**src/hw/rtl/progressive_alnum_cipher_top_assert.svh**
```systemverilog
// Assertion macros for the progressive base-36 cipher.
// Used by pac_update in hw/rtl; the includer must provide clk and rst_n.
`ifndef PROGRESSIVE_ALNUM_CIPHER_TOP_ASSERT_SVH
`define PROGRESSIVE_ALNUM_CIPHER_TOP_ASSERT_SVH

// Same-cycle implication, checked outside reset.
`define PAC_ASSERT_NOW(lbl, ante, cons, msg) \
  lbl: assert property (@(posedge clk) disable iff (!rst_n) (ante) |-> (cons)) else $error(msg);

// Next-cycle implication, checked outside reset.
`define PAC_ASSERT_NEXT(lbl, ante, cons, msg) \
  lbl: assert property (@(posedge clk) disable iff (!rst_n) (ante) |=> (cons)) else $error(msg);

`endif

```
**src/hw/rtl/pac_pkg.sv**
```systemverilog
// Shared constants, types and helper functions of the progressive base-36 cipher.
// Used by the top, pac_front and pac_update in hw/rtl; depends on nothing.
`default_nettype none

package pac_pkg;

  localparam int KEY_ENTRIES = 24;
  localparam int POS_W       = (KEY_ENTRIES > 1) ? $clog2(KEY_ENTRIES) : 1;
  localparam int LEN_W       = $clog2(KEY_ENTRIES + 1);

  localparam int KEY_LEN_W   = 5;
  localparam int KEY_WORD_W  = 48;
  localparam int KEY_WORDS   = 3;
  localparam int KEY_BITS_W  = KEY_WORDS * KEY_WORD_W;
  localparam int SYM_W       = 6;
  localparam int KEY_SLOTS   = KEY_BITS_W / SYM_W;
  localparam int ALPHA_SIZE  = 36;
  localparam int LETTERS     = 26;
  localparam int CHAR_W      = 7;
  localparam int BYTE_W      = 8;
  localparam int CFG_IDX_W   = 2;
  localparam int CFG_DATA_W  = KEY_WORD_W;

  localparam logic [BYTE_W-1:0] ASCII_UPPER_A = 8'd65;
  localparam logic [BYTE_W-1:0] ASCII_UPPER_Z = 8'd90;
  localparam logic [BYTE_W-1:0] ASCII_LOWER_A = 8'd97;
  localparam logic [BYTE_W-1:0] ASCII_LOWER_Z = 8'd122;
  localparam logic [BYTE_W-1:0] ASCII_DIGIT_0 = 8'd48;
  localparam logic [BYTE_W-1:0] ASCII_DIGIT_9 = 8'd57;
  // A digit byte minus this offset lands on symbols 26..35.
  localparam logic [BYTE_W-1:0] DIGIT_OFFSET  = 8'd22;

  localparam logic OP_START = 1'b0;
  localparam logic OP_BYTE  = 1'b1;

  typedef enum logic [CFG_IDX_W-1:0] {
    REG_KEY_LENGTH = 2'd0,
    REG_KEY_LOW    = 2'd1,
    REG_KEY_MID    = 2'd2,
    REG_KEY_HIGH   = 2'd3
  } cfg_reg_t;

  // One transaction leaving the front stage.
  typedef struct packed {
    logic             is_char;
    logic [POS_W-1:0] pos;
    logic [SYM_W-1:0] part;   // (symbol + key symbol) mod 36
  } front_t;

  function automatic logic [SYM_W-1:0] key_symbol_at(
    input logic [KEY_BITS_W-1:0] keys,
    input logic [POS_W-1:0]      idx
  );
    logic [SYM_W-1:0] r;
    r = '0;
    for (int i = 0; i < KEY_SLOTS; i++) begin
      if (int'(idx) == i) begin
        r = keys[i*SYM_W +: SYM_W];
      end
    end
    return r;
  endfunction

  function automatic logic [CHAR_W-1:0] alpha_char(input logic [SYM_W-1:0] idx);
    logic [CHAR_W-1:0] r;
    if (idx < SYM_W'(LETTERS)) begin
      r = CHAR_W'(idx) + ASCII_UPPER_A[CHAR_W-1:0];
    end else begin
      r = CHAR_W'(idx) + DIGIT_OFFSET[CHAR_W-1:0];
    end
    return r;
  endfunction

endpackage

`default_nettype wire

```
**src/hw/rtl/progressive_alnum_cipher_top.sv**
```systemverilog
// Top level of the progressive base-36 cipher: configuration registers and stage wiring.
// Depends on pac_pkg, pac_front, pac_update (and through it pac_ram).
//
//  Channel  Ports                              Direction  Handshake
//  -------  ---------------------------------  ---------  ---------------------------
//  input    in_op, in_message_byte             in         in_valid / in_stall
//  result   out_cipher_char                    out        out_valid / out_stall
//  config   cfg_index, cfg_wdata               in         cfg_wr_en, no back-pressure
//
// One transaction is taken every cycle while in_stall is low; a letter or digit yields its
// cipher character through the registered read of the count RAM and then the output register.
// Reset is synchronous; the per-entry valid bits of the count RAM clear at once, so there is
// no clearing pass and the block accepts input as soon as reset is released.
// in_stall rises only when a finished result is held by out_stall and the count stage behind
// it is also full; dropped bytes and message starts never produce a result.
`default_nettype none

module progressive_alnum_cipher_top (
  input  wire logic                             clk,
  input  wire logic                             rst_n,
  input  wire logic                             in_valid,
  output logic                                  in_stall,
  input  wire logic                             in_op,
  input  wire logic [pac_pkg::BYTE_W-1:0]       in_message_byte,
  output logic                                  out_valid,
  input  wire logic                             out_stall,
  output logic [pac_pkg::CHAR_W-1:0]            out_cipher_char,
  input  wire logic                             cfg_wr_en,
  input  wire logic [pac_pkg::CFG_IDX_W-1:0]    cfg_index,
  input  wire logic [pac_pkg::CFG_DATA_W-1:0]   cfg_wdata
);
  import pac_pkg::*;

  // Configuration registers. The key words are kept as one packed vector so that
  // key symbol i always sits at bits 6i+5..6i.
  logic [KEY_LEN_W-1:0]  key_length_r, key_length_nxt;
  logic [KEY_BITS_W-1:0] key_bits_r, key_bits_nxt;

  logic   accept;
  logic   start;
  logic   busy;
  front_t item;

  always_comb begin
    key_length_nxt = key_length_r;
    key_bits_nxt   = key_bits_r;
    if (cfg_wr_en) begin
      case (cfg_reg_t'(cfg_index))
        REG_KEY_LENGTH: key_length_nxt = cfg_wdata[KEY_LEN_W-1:0];
        REG_KEY_LOW:    key_bits_nxt[0*KEY_WORD_W +: KEY_WORD_W] = cfg_wdata;
        REG_KEY_MID:    key_bits_nxt[1*KEY_WORD_W +: KEY_WORD_W] = cfg_wdata;
        REG_KEY_HIGH:   key_bits_nxt[2*KEY_WORD_W +: KEY_WORD_W] = cfg_wdata;
        default: begin
          key_length_nxt = key_length_r;
        end
      endcase
    end
  end

  always_ff @(posedge clk) begin
    if (!rst_n) begin
      key_length_r <= KEY_LEN_W'(1);
      key_bits_r   <= '0;
    end else begin
      key_length_r <= key_length_nxt;
      key_bits_r   <= key_bits_nxt;
    end
  end

  // A transaction moves when the count stage is free or draining this cycle.
  assign in_stall = busy;
  assign accept   = in_valid && !busy;
  assign start    = accept && (in_op == OP_START);

  pac_front u_front (
    .clk          (clk),
    .rst_n        (rst_n),
    .accept       (accept),
    .op           (in_op),
    .message_byte (in_message_byte),
    .key_length   (key_length_r),
    .key_bits     (key_bits_r),
    .item         (item)
  );

  pac_update u_update (
    .clk             (clk),
    .rst_n           (rst_n),
    .accept          (accept),
    .start           (start),
    .item            (item),
    .out_stall       (out_stall),
    .busy            (busy),
    .out_valid       (out_valid),
    .out_cipher_char (out_cipher_char)
  );

endmodule

`default_nettype wire

```
**src/hw/rtl/pac_ram.sv**
```systemverilog
// Generic single-port-write, single-port-read RAM with registered read data.
// Depends on nothing.
`default_nettype none

module pac_ram #(
  parameter int WIDTH = 8,
  parameter int DEPTH = 16,
  parameter int ADDR_W = (DEPTH > 1) ? $clog2(DEPTH) : 1
) (
  input  wire logic              clk,
  input  wire logic              we,
  input  wire logic [ADDR_W-1:0] waddr,
  input  wire logic [WIDTH-1:0]  wdata,
  input  wire logic              re,
  input  wire logic [ADDR_W-1:0] raddr,
  output logic      [WIDTH-1:0]  rdata_r
);

  logic [WIDTH-1:0] mem [DEPTH];

  always_ff @(posedge clk) begin
    if (we) begin
      mem[waddr] <= wdata;
    end
    if (re) begin
      rdata_r <= mem[raddr];
    end
  end

endmodule

`default_nettype wire

```
**src/hw/rtl/pac_front.sv**
```systemverilog
// Front stage: byte classification, key position tracking and key symbol add.
// Depends on pac_pkg.
`default_nettype none

module pac_front (
  input  wire logic                                 clk,
  input  wire logic                                 rst_n,
  input  wire logic                                 accept,
  input  wire logic                                 op,
  input  wire logic [pac_pkg::BYTE_W-1:0]           message_byte,
  input  wire logic [pac_pkg::KEY_LEN_W-1:0]        key_length,
  input  wire logic [pac_pkg::KEY_BITS_W-1:0]       key_bits,
  output pac_pkg::front_t                           item
);
  import pac_pkg::*;

  localparam int CMP_W = (LEN_W > KEY_LEN_W) ? LEN_W : KEY_LEN_W;

  logic [POS_W-1:0] key_position_r, key_position_nxt;
  logic [LEN_W-1:0] len_eff;
  logic [CMP_W-1:0] kl_ext;
  logic [POS_W-1:0] pos_use;
  logic [LEN_W:0]   pos_inc;
  logic             is_alnum;
  logic [BYTE_W-1:0] sym_byte;
  logic [SYM_W:0]   sum_ks;
  logic [SYM_W-1:0] key_sym;
  logic [SYM_W-1:0] part;

  always_comb begin
    kl_ext = CMP_W'(key_length);
    if (kl_ext == '0) begin
      len_eff = LEN_W'(1);
    end else if (kl_ext > CMP_W'(KEY_ENTRIES)) begin
      len_eff = LEN_W'(KEY_ENTRIES);
    end else begin
      len_eff = LEN_W'(kl_ext);
    end
  end

  // A stale position past the current length falls back to entry zero.
  assign pos_use = (LEN_W'(key_position_r) >= len_eff) ? '0 : key_position_r;
  assign pos_inc = (LEN_W + 1)'(pos_use) + (LEN_W + 1)'(1);

  always_comb begin
    is_alnum = 1'b1;
    sym_byte = '0;
    if (message_byte >= ASCII_UPPER_A && message_byte <= ASCII_UPPER_Z) begin
      sym_byte = message_byte - ASCII_UPPER_A;
    end else if (message_byte >= ASCII_LOWER_A && message_byte <= ASCII_LOWER_Z) begin
      sym_byte = message_byte - ASCII_LOWER_A;
    end else if (message_byte >= ASCII_DIGIT_0 && message_byte <= ASCII_DIGIT_9) begin
      sym_byte = message_byte - DIGIT_OFFSET;
    end else begin
      is_alnum = 1'b0;
    end
  end

  assign key_sym = key_symbol_at(key_bits, pos_use);
  assign sum_ks  = (SYM_W + 1)'(sym_byte[SYM_W-1:0]) + (SYM_W + 1)'(key_sym);

  // The sum stays below 99, so two conditional subtractions finish the reduction.
  always_comb begin
    if (sum_ks >= (SYM_W + 1)'(2 * ALPHA_SIZE)) begin
      part = SYM_W'(sum_ks - (SYM_W + 1)'(2 * ALPHA_SIZE));
    end else if (sum_ks >= (SYM_W + 1)'(ALPHA_SIZE)) begin
      part = SYM_W'(sum_ks - (SYM_W + 1)'(ALPHA_SIZE));
    end else begin
      part = SYM_W'(sum_ks);
    end
  end

  always_comb begin
    key_position_nxt = key_position_r;
    if (accept) begin
      if (op == OP_START) begin
        key_position_nxt = '0;
      end else if (is_alnum) begin
        if (pos_inc >= (LEN_W + 1)'(len_eff)) begin
          key_position_nxt = '0;
        end else begin
          key_position_nxt = POS_W'(pos_inc);
        end
      end
    end
  end

  always_ff @(posedge clk) begin
    if (!rst_n) begin
      key_position_r <= '0;
    end else begin
      key_position_r <= key_position_nxt;
    end
  end

  assign item.is_char = (op == OP_BYTE) && is_alnum;
  assign item.pos     = pos_use;
  assign item.part    = part;

endmodule

`default_nettype wire

```
**src/hw/rtl/pac_update.sv**
```systemverilog
// Count stage: read-modify-write of the progression counts, forwarding and output register.
// Depends on pac_pkg, pac_ram and the assertion macro header.
`default_nettype none
`include "progressive_alnum_cipher_top_assert.svh"

module pac_update (
  input  wire logic                        clk,
  input  wire logic                        rst_n,
  input  wire logic                        accept,
  input  wire logic                        start,
  input  wire pac_pkg::front_t             item,
  input  wire logic                        out_stall,
  output logic                             busy,
  output logic                             out_valid,
  output logic [pac_pkg::CHAR_W-1:0]       out_cipher_char
);
  import pac_pkg::*;

  logic                   s1_valid_r, s1_valid_nxt;
  logic [POS_W-1:0]       s1_pos_r;
  logic [SYM_W-1:0]       s1_part_r;
  logic                   fwd_hit_r;
  logic [SYM_W-1:0]       fwd_data_r;
  logic [KEY_ENTRIES-1:0] vld_r, vld_nxt;
  logic                   out_valid_r, out_valid_nxt;
  logic [CHAR_W-1:0]      out_char_r;

  logic                   load;
  logic                   s1_adv;
  logic                   we;
  logic [SYM_W-1:0]       rdata;
  logic [SYM_W-1:0]       cnt;
  logic [SYM_W-1:0]       cnt_nxt;
  logic [SYM_W:0]         sum_raw;
  logic [SYM_W-1:0]       sum;
  logic [SYM_W-1:0]       mirror;

  assign load   = accept && item.is_char;
  assign s1_adv = !out_valid_r || !out_stall;
  assign busy   = s1_valid_r && !s1_adv;
  assign we     = s1_valid_r && s1_adv;

  pac_ram #(
    .WIDTH (SYM_W),
    .DEPTH (KEY_ENTRIES)
  ) u_count_ram (
    .clk     (clk),
    .we      (we),
    .waddr   (s1_pos_r),
    .wdata   (cnt_nxt),
    .re      (load),
    .raddr   (item.pos),
    .rdata_r (rdata)
  );

  // A count written on the edge that loaded this stage is newer than the RAM read.
  always_comb begin
    if (fwd_hit_r) begin
      cnt = fwd_data_r;
    end else if (vld_r[s1_pos_r]) begin
      cnt = rdata;
    end else begin
      cnt = '0;
    end
  end

  assign cnt_nxt = (cnt == SYM_W'(ALPHA_SIZE - 1)) ? '0 : cnt + SYM_W'(1);
  assign sum_raw = (SYM_W + 1)'(s1_part_r) + (SYM_W + 1)'(cnt);
  assign sum     = (sum_raw >= (SYM_W + 1)'(ALPHA_SIZE)) ?
                   SYM_W'(sum_raw - (SYM_W + 1)'(ALPHA_SIZE)) : SYM_W'(sum_raw);
  assign mirror  = SYM_W'(ALPHA_SIZE - 1) - sum;

  always_comb begin
    if (load) begin
      s1_valid_nxt = 1'b1;
    end else if (s1_adv) begin
      s1_valid_nxt = 1'b0;
    end else begin
      s1_valid_nxt = s1_valid_r;
    end
  end

  // A new message wipes every count; it wins over the write of the item before it.
  always_comb begin
    vld_nxt = vld_r;
    if (start) begin
      vld_nxt = '0;
    end else if (we) begin
      vld_nxt[s1_pos_r] = 1'b1;
    end
  end

  assign out_valid_nxt = s1_adv ? s1_valid_r : out_valid_r;

  always_ff @(posedge clk) begin
    if (!rst_n) begin
      s1_valid_r  <= 1'b0;
      fwd_hit_r   <= 1'b0;
      vld_r       <= '0;
      out_valid_r <= 1'b0;
    end else begin
      s1_valid_r  <= s1_valid_nxt;
      vld_r       <= vld_nxt;
      out_valid_r <= out_valid_nxt;
      if (load) begin
        fwd_hit_r <= we && (s1_pos_r == item.pos);
      end
    end
  end

  always_ff @(posedge clk) begin
    if (load) begin
      s1_pos_r   <= item.pos;
      s1_part_r  <= item.part;
      fwd_data_r <= cnt_nxt;
    end
    if (we) begin
      out_char_r <= alpha_char(mirror);
    end
  end

  assign out_valid       = out_valid_r;
  assign out_cipher_char = out_char_r;

  `PAC_ASSERT_NEXT(a_start_clears, start, vld_r == '0, "start did not clear the count valid bits")
  `PAC_ASSERT_NOW(a_cnt_range, s1_valid_r, cnt < SYM_W'(ALPHA_SIZE), "progression count out of range")
  `PAC_ASSERT_NEXT(a_hold_stage, busy, s1_valid_r && $stable(s1_pos_r) && $stable(s1_part_r), "stage one changed while blocked")
  `PAC_ASSERT_NOW(a_no_load_busy, busy, !load, "item loaded while stage one was blocked")

endmodule

`default_nettype wire

```
**config.mk**
```make
export PLATFORM = sky130hd
export DESIGN_NAME = progressive_alnum_cipher_top
export DESIGN_NICKNAME = d
export VERILOG_FILES = /design/src/hw/rtl/pac_pkg.sv /design/src/hw/rtl/progressive_alnum_cipher_top.sv /design/src/hw/rtl/pac_ram.sv /design/src/hw/rtl/pac_front.sv /design/src/hw/rtl/pac_update.sv
export VERILOG_INCLUDE_DIRS = /design/src /design/src/hw/rtl
export SDC_FILE = /design/constraint.sdc
export NUM_CORES = 1
export LEC_CHECK = 0
export ABC_AREA = 1
export BUFFER_PORTS_ARGS = -buffer_cell sky130_fd_sc_hd__buf_2
export CAP_MARGIN = 20
export CORE_MARGIN = 4
export CORE_UTILIZATION = 40
export DETAILED_ROUTE_END_ITERATION = 8
export GPL_TIMING_DRIVEN = 0
export RECOVER_POWER = 25
export SKIP_LAST_GASP = 1
export SLEW_MARGIN = 25
export SYNTH_ARGS = -nofsm -noshare
export SYNTH_HDL_FRONTEND = slang
export SYNTH_SLANG_ARGS = --single-unit
```
**constraint.sdc**
```tcl
create_clock -name clk -period 17.5 [get_ports clk]
set_input_delay 2.625 -clock clk [delete_from_list [all_inputs] [get_ports clk]]
set_output_delay 2.625 -clock clk [all_outputs]
set_load 0.01 [all_outputs]
```
-- After elaboration in Yosys (flattened, before gate mapping)
Memory sizes are Yosys's and may differ from the RTL's. A register that Yosys moved wholly into a read port is not among the register bits.
Index checks and enable logic that the tools add are counted.
- bits in writable memories: 144
- latch bits: 0
- bits in registers: 205
- bits of input ports: 64
- bits in read-only memories: 0
- output and inout bits: 9
- memories: 1
- logic and storage cells: 151
- memory list (name ; depth ; width ; rd ports ; clocked after memory_dff ; wr ports ; line ; RTL):
    u_update.u_count_ram.mem ; 24 ; 6 ; 1 ; 1 ; 1 ; pac_ram.sv:19 ; logic [WIDTH-1:0] mem [DEPTH];
- add/subtract/negate cells: 13
- reduce and logical (&&, ||, !) cells: 26
- shifts and indexed selects: 0
- magnitude comparators: 15
- bitwise operators: 3
- $mul: 0
- eq/ne operators: 29
- mux-type cells: 51
- divide/modulo/power cells: 0
- operators with widths (operator ; number):
    $mux 6 ; 33
    $eq 5x5->1 const B ; 16
    $mux 5 ; 6
    $or 24x24->24 ; 1
    $eq 5x4->1 const B ; 4
    $sub 6x6->6 const B ; 3
    $ge 8x7->1 const B ; 2
    $le 8x7->1 const B ; 2
    $add 6x6->7 ; 2
    $ge 7x6->1 const B ; 2
    $logic_and 1x1->1 ; 11
    $eq 5x3->1 const B ; 2
    $logic_not 5->1 ; 2
    $reduce_and 2->1 ; 5
    $mux 1 ; 9
    $ge 8x6->1 const B ; 1
    $le 8x6->1 const B ; 1
    $add 6x5->7 const B ; 1
    $add 6x7->7 const B ; 1
    $ge 7x7->1 const B ; 1
    $mux 7 ; 1
    $add 5x1->6 const B ; 1
    $add 6x1->6 const B ; 1
    $eq 6x6->1 const B ; 1
    23 further kinds ; 28

-- Longest topological paths before layout
Gate-level depths: netlist of the first run.
- word-level depth: 34
- gate-level depth with buffers: 60
- mapped depth without buffers: 57

-- By module
A second synthesis of the first run with hierarchy kept.
- cell total of the unflattened synthesis: 2506
- area total of the unflattened synthesis: 18625.4 um2
- by module, submodules not included (module ; instances ; cells each ; sequential area each (um2) ; area an instance (um2)):
    pac_ram ; 1 ; 579 ; 4504.3 ; 6404.9
    progressive_alnum_cipher_top ; 1 ; 950 ; 2982.9 ; 6094.6
    pac_front ; 1 ; 622 ; 100.1 ; 3219.3
    pac_update ; 1 ; 355 ; 1261.2 ; 2906.5

-- Worst setup path before layout of the first run
Ideal clock, no wire load.
- kind: register to register
- from: register key_length_r[1]
- to: register u_update.s1_part_r[4], data pin
- stages on the path, launching flop included: 54
- setup time: 260 ps
- slack: 10747 ps
- data arrival time: 6493 ps
- data required time: 17240 ps
- period minus slack after synthesis: 6753 ps
- buffers on the path: 4
- cells stage by stage: dfxtp_1 -> o41ai_1 -> ha_1 -> inv_1 -> nand2_1 -> nand2_1 -> nor2_1 -> nor2_2 -> nand2_1 -> inv_1 -> clkbuf_1 -> clkbuf_1 -> clkbuf_1 -> ha_1 -> nand2_4 -> nor2_2 -> buf_2 -> a21oi_1 -> (+18 left out) -> nand2_1 -> ha_1 -> inv_1 -> fa_1 -> nand3b_1 -> and2_1 -> or2_2 -> nand2_1 -> ha_1 -> inv_1 -> o21ai_0 -> a31o_2 -> a21oi_1 -> inv_1 -> nand2_1 -> xor2_1 -> nand2_1 -> o21ai_0
- RTL lines (element ; line ; RTL):
    from (decl) ; progressive_alnum_cipher_top.sv:36 ; logic [KEY_LEN_W-1:0] key_length_r, key_length_nxt;
    from (signal assigned) ; progressive_alnum_cipher_top.sv:65 ; key_length_r <= key_length_nxt;
    to (signal assigned) ; pac_update.sv:114 ; s1_part_r <= item.part;
    to (decl) ; pac_update.sv:21 ; logic [SYM_W-1:0] s1_part_r;

==> flow_summary.ini, run 1 <==
[global_route]
grt_pass1_vias = 13200
grt_pass1_wl_um = 75200
grt_max_degree = 26
antenna_found_initial = 0
grtUsageTotal = 0.213
grt-ovfl-total = 0

[cells_and_area]
layout_commonest_cell = nor2_1
multiInputGateArea_um2 = 6860
layout-drive-gt1-share = 0.0831
layout_common_cells = nor2_1 (354), nand2_1 (305), o21ai_0 (251)
area_growth_pct = 13.8
seq_area_um2 = 8850
num-nets-final = 2238
fill_cells = 4126
diodes = 0
fin_cells = 2694

[power_and_ir_drop]
ir_drop_uv = 75.4
power_density_nw_per_um2 = 101
pwr-share-comb = 0.096
cellInternalPower_mw = 1.47
sequentialPowerShare = 0.468
p_sw_frac = 0.243
p_leak_nw = 7.76
p_sw_mw = 0.472
p_clk_frac = 0.436

[sta]
finalMaxSlewViolations = 0
setup_viol = 0
layout_setup_ws_ns = 8.09
clock-skew-final_ns = 0.0158
slew_headroom = 0.288
rsz0062_at_grt = false
period_minus_slack_ns = 9.41
worstMarginPinSlew_ns = 1.06
fin_setup_tns_ns = 0
fin_crit_sh = 0.537
max_freq_mhz = 106
hold_violations = 0

[critical_path]
setup.worst_path.end_class = flop
reg2regPathDepth = 55
crit_top_cell = nand2_1
worstSetupStartpoint = key_length_r[1]$_SDFFE_PN0P_
slowest_delay_ns = 0.68
cp-start-kind = flop
critPathCapture = u_update.s1_part_r[4]$_DFFE_PP_
reg2reg_setup_slack_ns = 8.09
critPathMaxFanout = 12
worstPathRequired_ns = 17.79
crit_slowest_cell = o41ai_1
cp.depth = 55
r2r_end = u_update.s1_part_r[4]$_DFFE_PP_
path_buf_inv = 9
cp_top_family = simple AND/OR/NAND/NOR gates
critical_path_class = flop to flop
crit_arrival_ns = 9.70
r2r-start = key_length_r[1]$_SDFFE_PN0P_

[yosys]
synthTopCellsByArea = edfxtp_1 (31%), dfxtp_1 (21%), nor2_1 (7.8%), o21ai_0 (7.4%), nand2_1 (6.8%)
synth_ff_type = dfxtp_1
synth_area_per_cell_um2 = 8.39
yosys_warnings = 0
async_flop_share = 0
synth_edf_count = 174
ys_seq_area_frac = 0.524
synth_fp_nets = 2125
synth_top_cell_by_area = edfxtp_1
ys_types = 58
syn-cell-area_um2 = 16900
yosys_register_bits = 355
synth_cells = 2012
synth_top_area_frac = 0.309

[cts]
hold_buffers = 0
cts.sinks = 355
cts_tree = yes
cts_resized = 0
cts_made_buffers = 40
post-cts-setup-buffers = 0
clkTransAtPathRegs_ns = 0.06
worstSkewPairLatency_ns = 0.55
clock-root-buffer = clkbuf_16
htree_levels = 2
cts_max_path_buffers = 3

[place]
place_inst = 2622
dp_hpwl_um = 36300
gp_congestion = 0.930
pre_cts_slack_ns = 8.40
port_buffers = 70

[run_status]
status = finished, final reports clean

[routing]
drtIter0Drc = 1292
dr.pass1.iters = 5
via_per_inst = 5.24
drt_drc_violations_left = 0
vias = 14100
postRouteAntennaNets = 0
drt_wl_total_um = 49200
wl_per_cell_um = 18.3

[die]
die_x_um = 213
io-pin-count = 73
start_util = 0.404
rows = 75
dieHeight_um = 213
fp.dieArea_um2 = 45600
core_area_um2 = 41900

[run]
cap_viol_max_count = 0

[min_path]
hold_class = flop to flop
## layer usage
| metal | vias to the layer above | global-route usage | wire length [um] |
|---|---|---|---|
| li1 | 6963 | - | - |
| met1 | 6622 | 0.310 | 22900 |
| met2 | 463 | 0.331 | 21700 |
| met3 | 78 | 0.0356 | 3550 |
| met4 | 0 | 0.0572 | 1110 |
| met5 | - | 0 | 0 |
## kinds of logic after synthesis
logic type               count (synthesis)  synth area share
buffers and inverters                  302            0.0687
adder cells (fa/ha/maj)                 49            0.0372
AO/OA/AOI/OAI                          488             0.159
AND/OR/NAND/NOR                        796             0.199
flip-flops                             355             0.524
XOR/XNOR                                22            0.0123
## power groups by stage
stage | registers, mW | logic (mW) | clock network, mW
after floorplan | 0.922 | 0.123 | 0
after global placement | 0.925 | 0.182 | 0
after detailed placement | 0.925 | 0.186 | 0
after CTS | 0.907 | 0.187 | 0.859
after global routing | 0.909 | 0.210 | 0.891
final | 0.907 | 0.187 | 0.845
## synth_stat cells, types with 8 or more instances
cell type,number
and2_1,8
nand2_1,305
inv_2,11
clkbuf_1,74
dfxtp_1,181
nor3_1,13
edfxtp_1,174
o21ai_0,250
xnor2_1,8
buf_2,8
xor2_1,12
nand3_1,70
ha_1,47
inv_1,200
a21oi_1,142
o22ai_1,39
nor2_1,353
## worst min-delay path by stage
stage                                       startpoint                           end  slack (ns)  cells past startpoint
final                     key_bits_r[121]$_SDFFE_PN0P_  key_bits_r[121]$_SDFFE_PN0P_        0.44                      2
after global routing      key_bits_r[130]$_SDFFE_PN0P_  key_bits_r[130]$_SDFFE_PN0P_        0.46                      2
after CTS                 key_bits_r[132]$_SDFFE_PN0P_  key_bits_r[132]$_SDFFE_PN0P_        0.44                      2
after detailed placement  key_bits_r[132]$_SDFFE_PN0P_  key_bits_r[132]$_SDFFE_PN0P_        0.43                      2
after global placement    key_bits_r[132]$_SDFFE_PN0P_  key_bits_r[132]$_SDFFE_PN0P_        0.43                      2
after floorplan           key_bits_r[100]$_SDFFE_PN0P_  key_bits_r[100]$_SDFFE_PN0P_        0.42                      2
## cell type report
cell class              instances  share of cell area
repair buffers                 71              0.0182
plain buffers                  89              0.0188
inverters                     213              0.0416
clock buffers                  60              0.0613
flip-flops and latches        355               0.461
multi-input cells            1355               0.357
clock inverters                12             0.00762
well taps                     539              0.0351
## worst reg2reg max path, delay by kind of cell (launching register included)
family                   cells  cell delay, ns
AO/OA/AOI/OAI                5            1.35
AND/OR/NAND/NOR             35            3.81
flip-flops                   1            0.32
adder cells (fa/ha/maj)      5            1.52
XOR/XNOR                     1            0.06
buffers and inverters        9            2.06
## metrics by stage
step / hold WS, ns / area (um^2) / total power [mW] / util
6_report: 0.440 / 19200 / 1.94 / 0.459
3_3_place_gp: 0.429 / 17900 / 1.11 / 0.428
4_1_cts: 0.441 / 19300 / 1.95 / 0.460
5_1_grt: 0.456 / 19200 / 2.01 / 0.459
3_5_place_dp: 0.432 / 17900 / 1.11 / 0.428
2_1_floorplan: 0.420 / 16900 / 1.05 / -
## registers in the layout, summed over array words and instances, names as in the netlist, 5 cells and up
name                          flops
key_bits_r                      144
u_update.u_count_ram.mem        144
u_update.u_count_ram.rdata_r      6
u_update.vld_r                   24
key_length_r                      5
u_front.key_position_r            5
u_update.out_cipher_char          7
u_update.s1_part_r                6
u_update.s1_pos_r                 5
u_update.fwd_data_r               6
No activity file was read; power rests on OpenSTA's default activity.
==> run 2, diff against run 1 <==
==> constraint.sdc (replaced) <==
create_clock -name clk -period 7.6 [get_ports clk]
set_input_delay 1.14 -clock clk [delete_from_list [all_inputs] [get_ports clk]]
set_output_delay 1.14 -clock clk [all_outputs]
set_load 0.01 [all_outputs]
==> run 2 against run 1 <==
  * Maximum frequency up 31%
  * Flip-flop and latch count stayed put
  * Die area unchanged
  * Total power grew 130%
  * Wire length rose by 0.69%
  * Worst hold slack about the same
  * Clock skew is essentially flat
  * Combinational power grew 140%
  * Sequential power is 130% higher
  * Register-to-register slack worse by 7.7 ns
  * Clock power up 130%
  * Setup slack got worse by 7.7 ns
  * Largest power group unchanged
==> flow_summary.ini, run 2 (same netlist as run 1, synthesis figures left out) <==
[run_status]
status = finished, final reports clean

[sta]
layout_setup_ws_ns = 0.439
max_freq_mhz = 140
setup_viol = 0
worstMarginPinSlew_ns = 0.965
period_minus_slack_ns = 7.16
fin_crit_sh = 0.942
finalMaxSlewViolations = 0
slew_headroom = 0.356
fin_setup_tns_ns = 0
whs_ns = 0.440
hold_violations = 0
clock-skew-final_ns = 0.0159

[routing]
dr.pass1.iters = 6
drtIter0Drc = 1280
vias = 14200
via_per_inst = 5.25
drt_wl_total_um = 49600
postRouteAntennaNets = 0
wl_per_cell_um = 18.4
drt_drc_violations_left = 0

[critical_path]
crit_slowest_cell = o41ai_4
critical_path_class = flop to flop
crit_arrival_ns = 7.46
r2r_end = u_update.s1_part_r[4]$_DFFE_PP_
cp.depth = 52
slowest_delay_ns = 0.38
setup.worst_path.end_class = flop
crit_top_cell = nand2_1
path_buf_inv = 5
r2r-start = key_length_r[3]$_SDFFE_PN0P_
reg2regPathDepth = 52
worstSetupStartpoint = key_length_r[3]$_SDFFE_PN0P_
reg2reg_setup_slack_ns = 0.44
critPathMaxFanout = 11
worstPathRequired_ns = 7.89
cp-start-kind = flop
cp_top_family = simple AND/OR/NAND/NOR gates

[cts]
cts_max_path_buffers = 3
cts.sinks = 355
cts_made_buffers = 40
clock-root-buffer = clkbuf_16
worstSkewPairLatency_ns = 0.55
cts_tree = yes
htree_levels = 2
clkTransAtPathRegs_ns = 0.06

[min_path]
hold_end = key_bits_r[121]$_SDFFE_PN0P_
worstHoldPathCells = 2
hold_class = flop to flop
hold_start = key_bits_r[121]$_SDFFE_PN0P_

[place]
dp_hpwl_um = 36300
port_buffers = 70
pre_cts_slack_ns = -1.50
gp_congestion = 0.930

[power_and_ir_drop]
p_leak_nw = 7.82
ir_drop_uv = 173
power_density_nw_per_um2 = 230
finalPower_mw = 4.48

[global_route]
antenna_found_initial = 0
grtUsageTotal = 0.213
grt_pass1_vias = 13200
grt_max_degree = 26
grt-ovfl-total = 0
grt_pass1_wl_um = 75400

[die]
dieHeight_um = 213
core_area_um2 = 41900
rows = 75
die_x_um = 213
io-pin-count = 73
fp.dieArea_um2 = 45600
start_util = 0.404

[cells_and_area]
fill_cells = 4099
layout_common_cells = nor2_1 (350), nand2_1 (303), o21ai_0 (249)
diodes = 0
layout-drive-gt1-share = 0.0999
area_growth_pct = 15.3
layout_commonest_cell = nor2_1
reg_top3 = key_bits_r x144, u_update.u_count_ram.mem x144, u_update.vld_r x24
num-nets-final = 2245

[run]
cap_viol_max_count = 0
## run 2: cell count changes in the layout (fill, tap and decap cells not counted), moves of 3 or more
cell	before	now
buf_4	0	10
nor2_1	354	350
ha_4	0	3
dfxtp_2	0	3
clkbuf_1	96	87
dfxtp_1	181	178
ha_1	47	42
## run 2: area by class of cell
class                   instances  area (um^2)  share of cell area
inverters                     213          807              0.0414
repair inverters                1         5.00            0.000257
plain buffers                  85          370              0.0190
clock buffers                  60         1180              0.0605
flip-flops and latches        355         8850               0.455
multi-input cells            1356         7000               0.360
clock inverters                12          146             0.00752
well taps                     539          674              0.0346
repair buffers                 80          435              0.0224
## run 2: what timing repair did
action                     CTS  global route
pin swaps                    0             7
hold buffers                 0             0
cloned                       1             2
setup buffers                1             7
gates resized for setup     19            23
setup endpoints to repair    4             4
## run 2: worst max path at each step
stage | to
after floorplan | u_update.s1_part_r[4]$_DFFE_PP_
after global placement | u_update.s1_part_r[4]$_DFFE_PP_
after detailed placement | u_update.s1_part_r[4]$_DFFE_PP_
after CTS | u_update.s1_part_r[4]$_DFFE_PP_
after global routing | u_update.s1_part_r[2]$_DFFE_PP_
final | u_update.s1_part_r[4]$_DFFE_PP_
## run 2: routing by layer
metal	global-route usage	share of wire	wire, um
met1	0.311	0.46	22900
met4	0.0569	0.022	1100
met5	0	0	0
met2	0.332	0.44	21900
met3	0.0354	0.076	3760
## run 2: tightest hold or removal path: stages, from the launching register on
cell	delay [ns]
dfxtp_1	0.30
inv_1	0.04
a21oi_1	0.05
## run 2: power by group
group          switching, mW  internal [mW]  leakage [nW]  total [mW]
logic                  0.300          0.145          4.09       0.445
registers             0.0228           2.07          3.09        2.09
clock network          0.768           1.18         0.643        1.94
total                   1.09           3.39          7.82        4.48
## run 2: per-stage QoR
step / area [um^2] / util / instances
floorplan: 16900 / - / 2012
global placement: 17900 / 0.428 / 2621
detailed placement: 17900 / 0.428 / 2622
CTS: 19300 / 0.462 / 2693
global route: 19500 / 0.465 / 2701
finish: 19500 / 0.465 / 2701
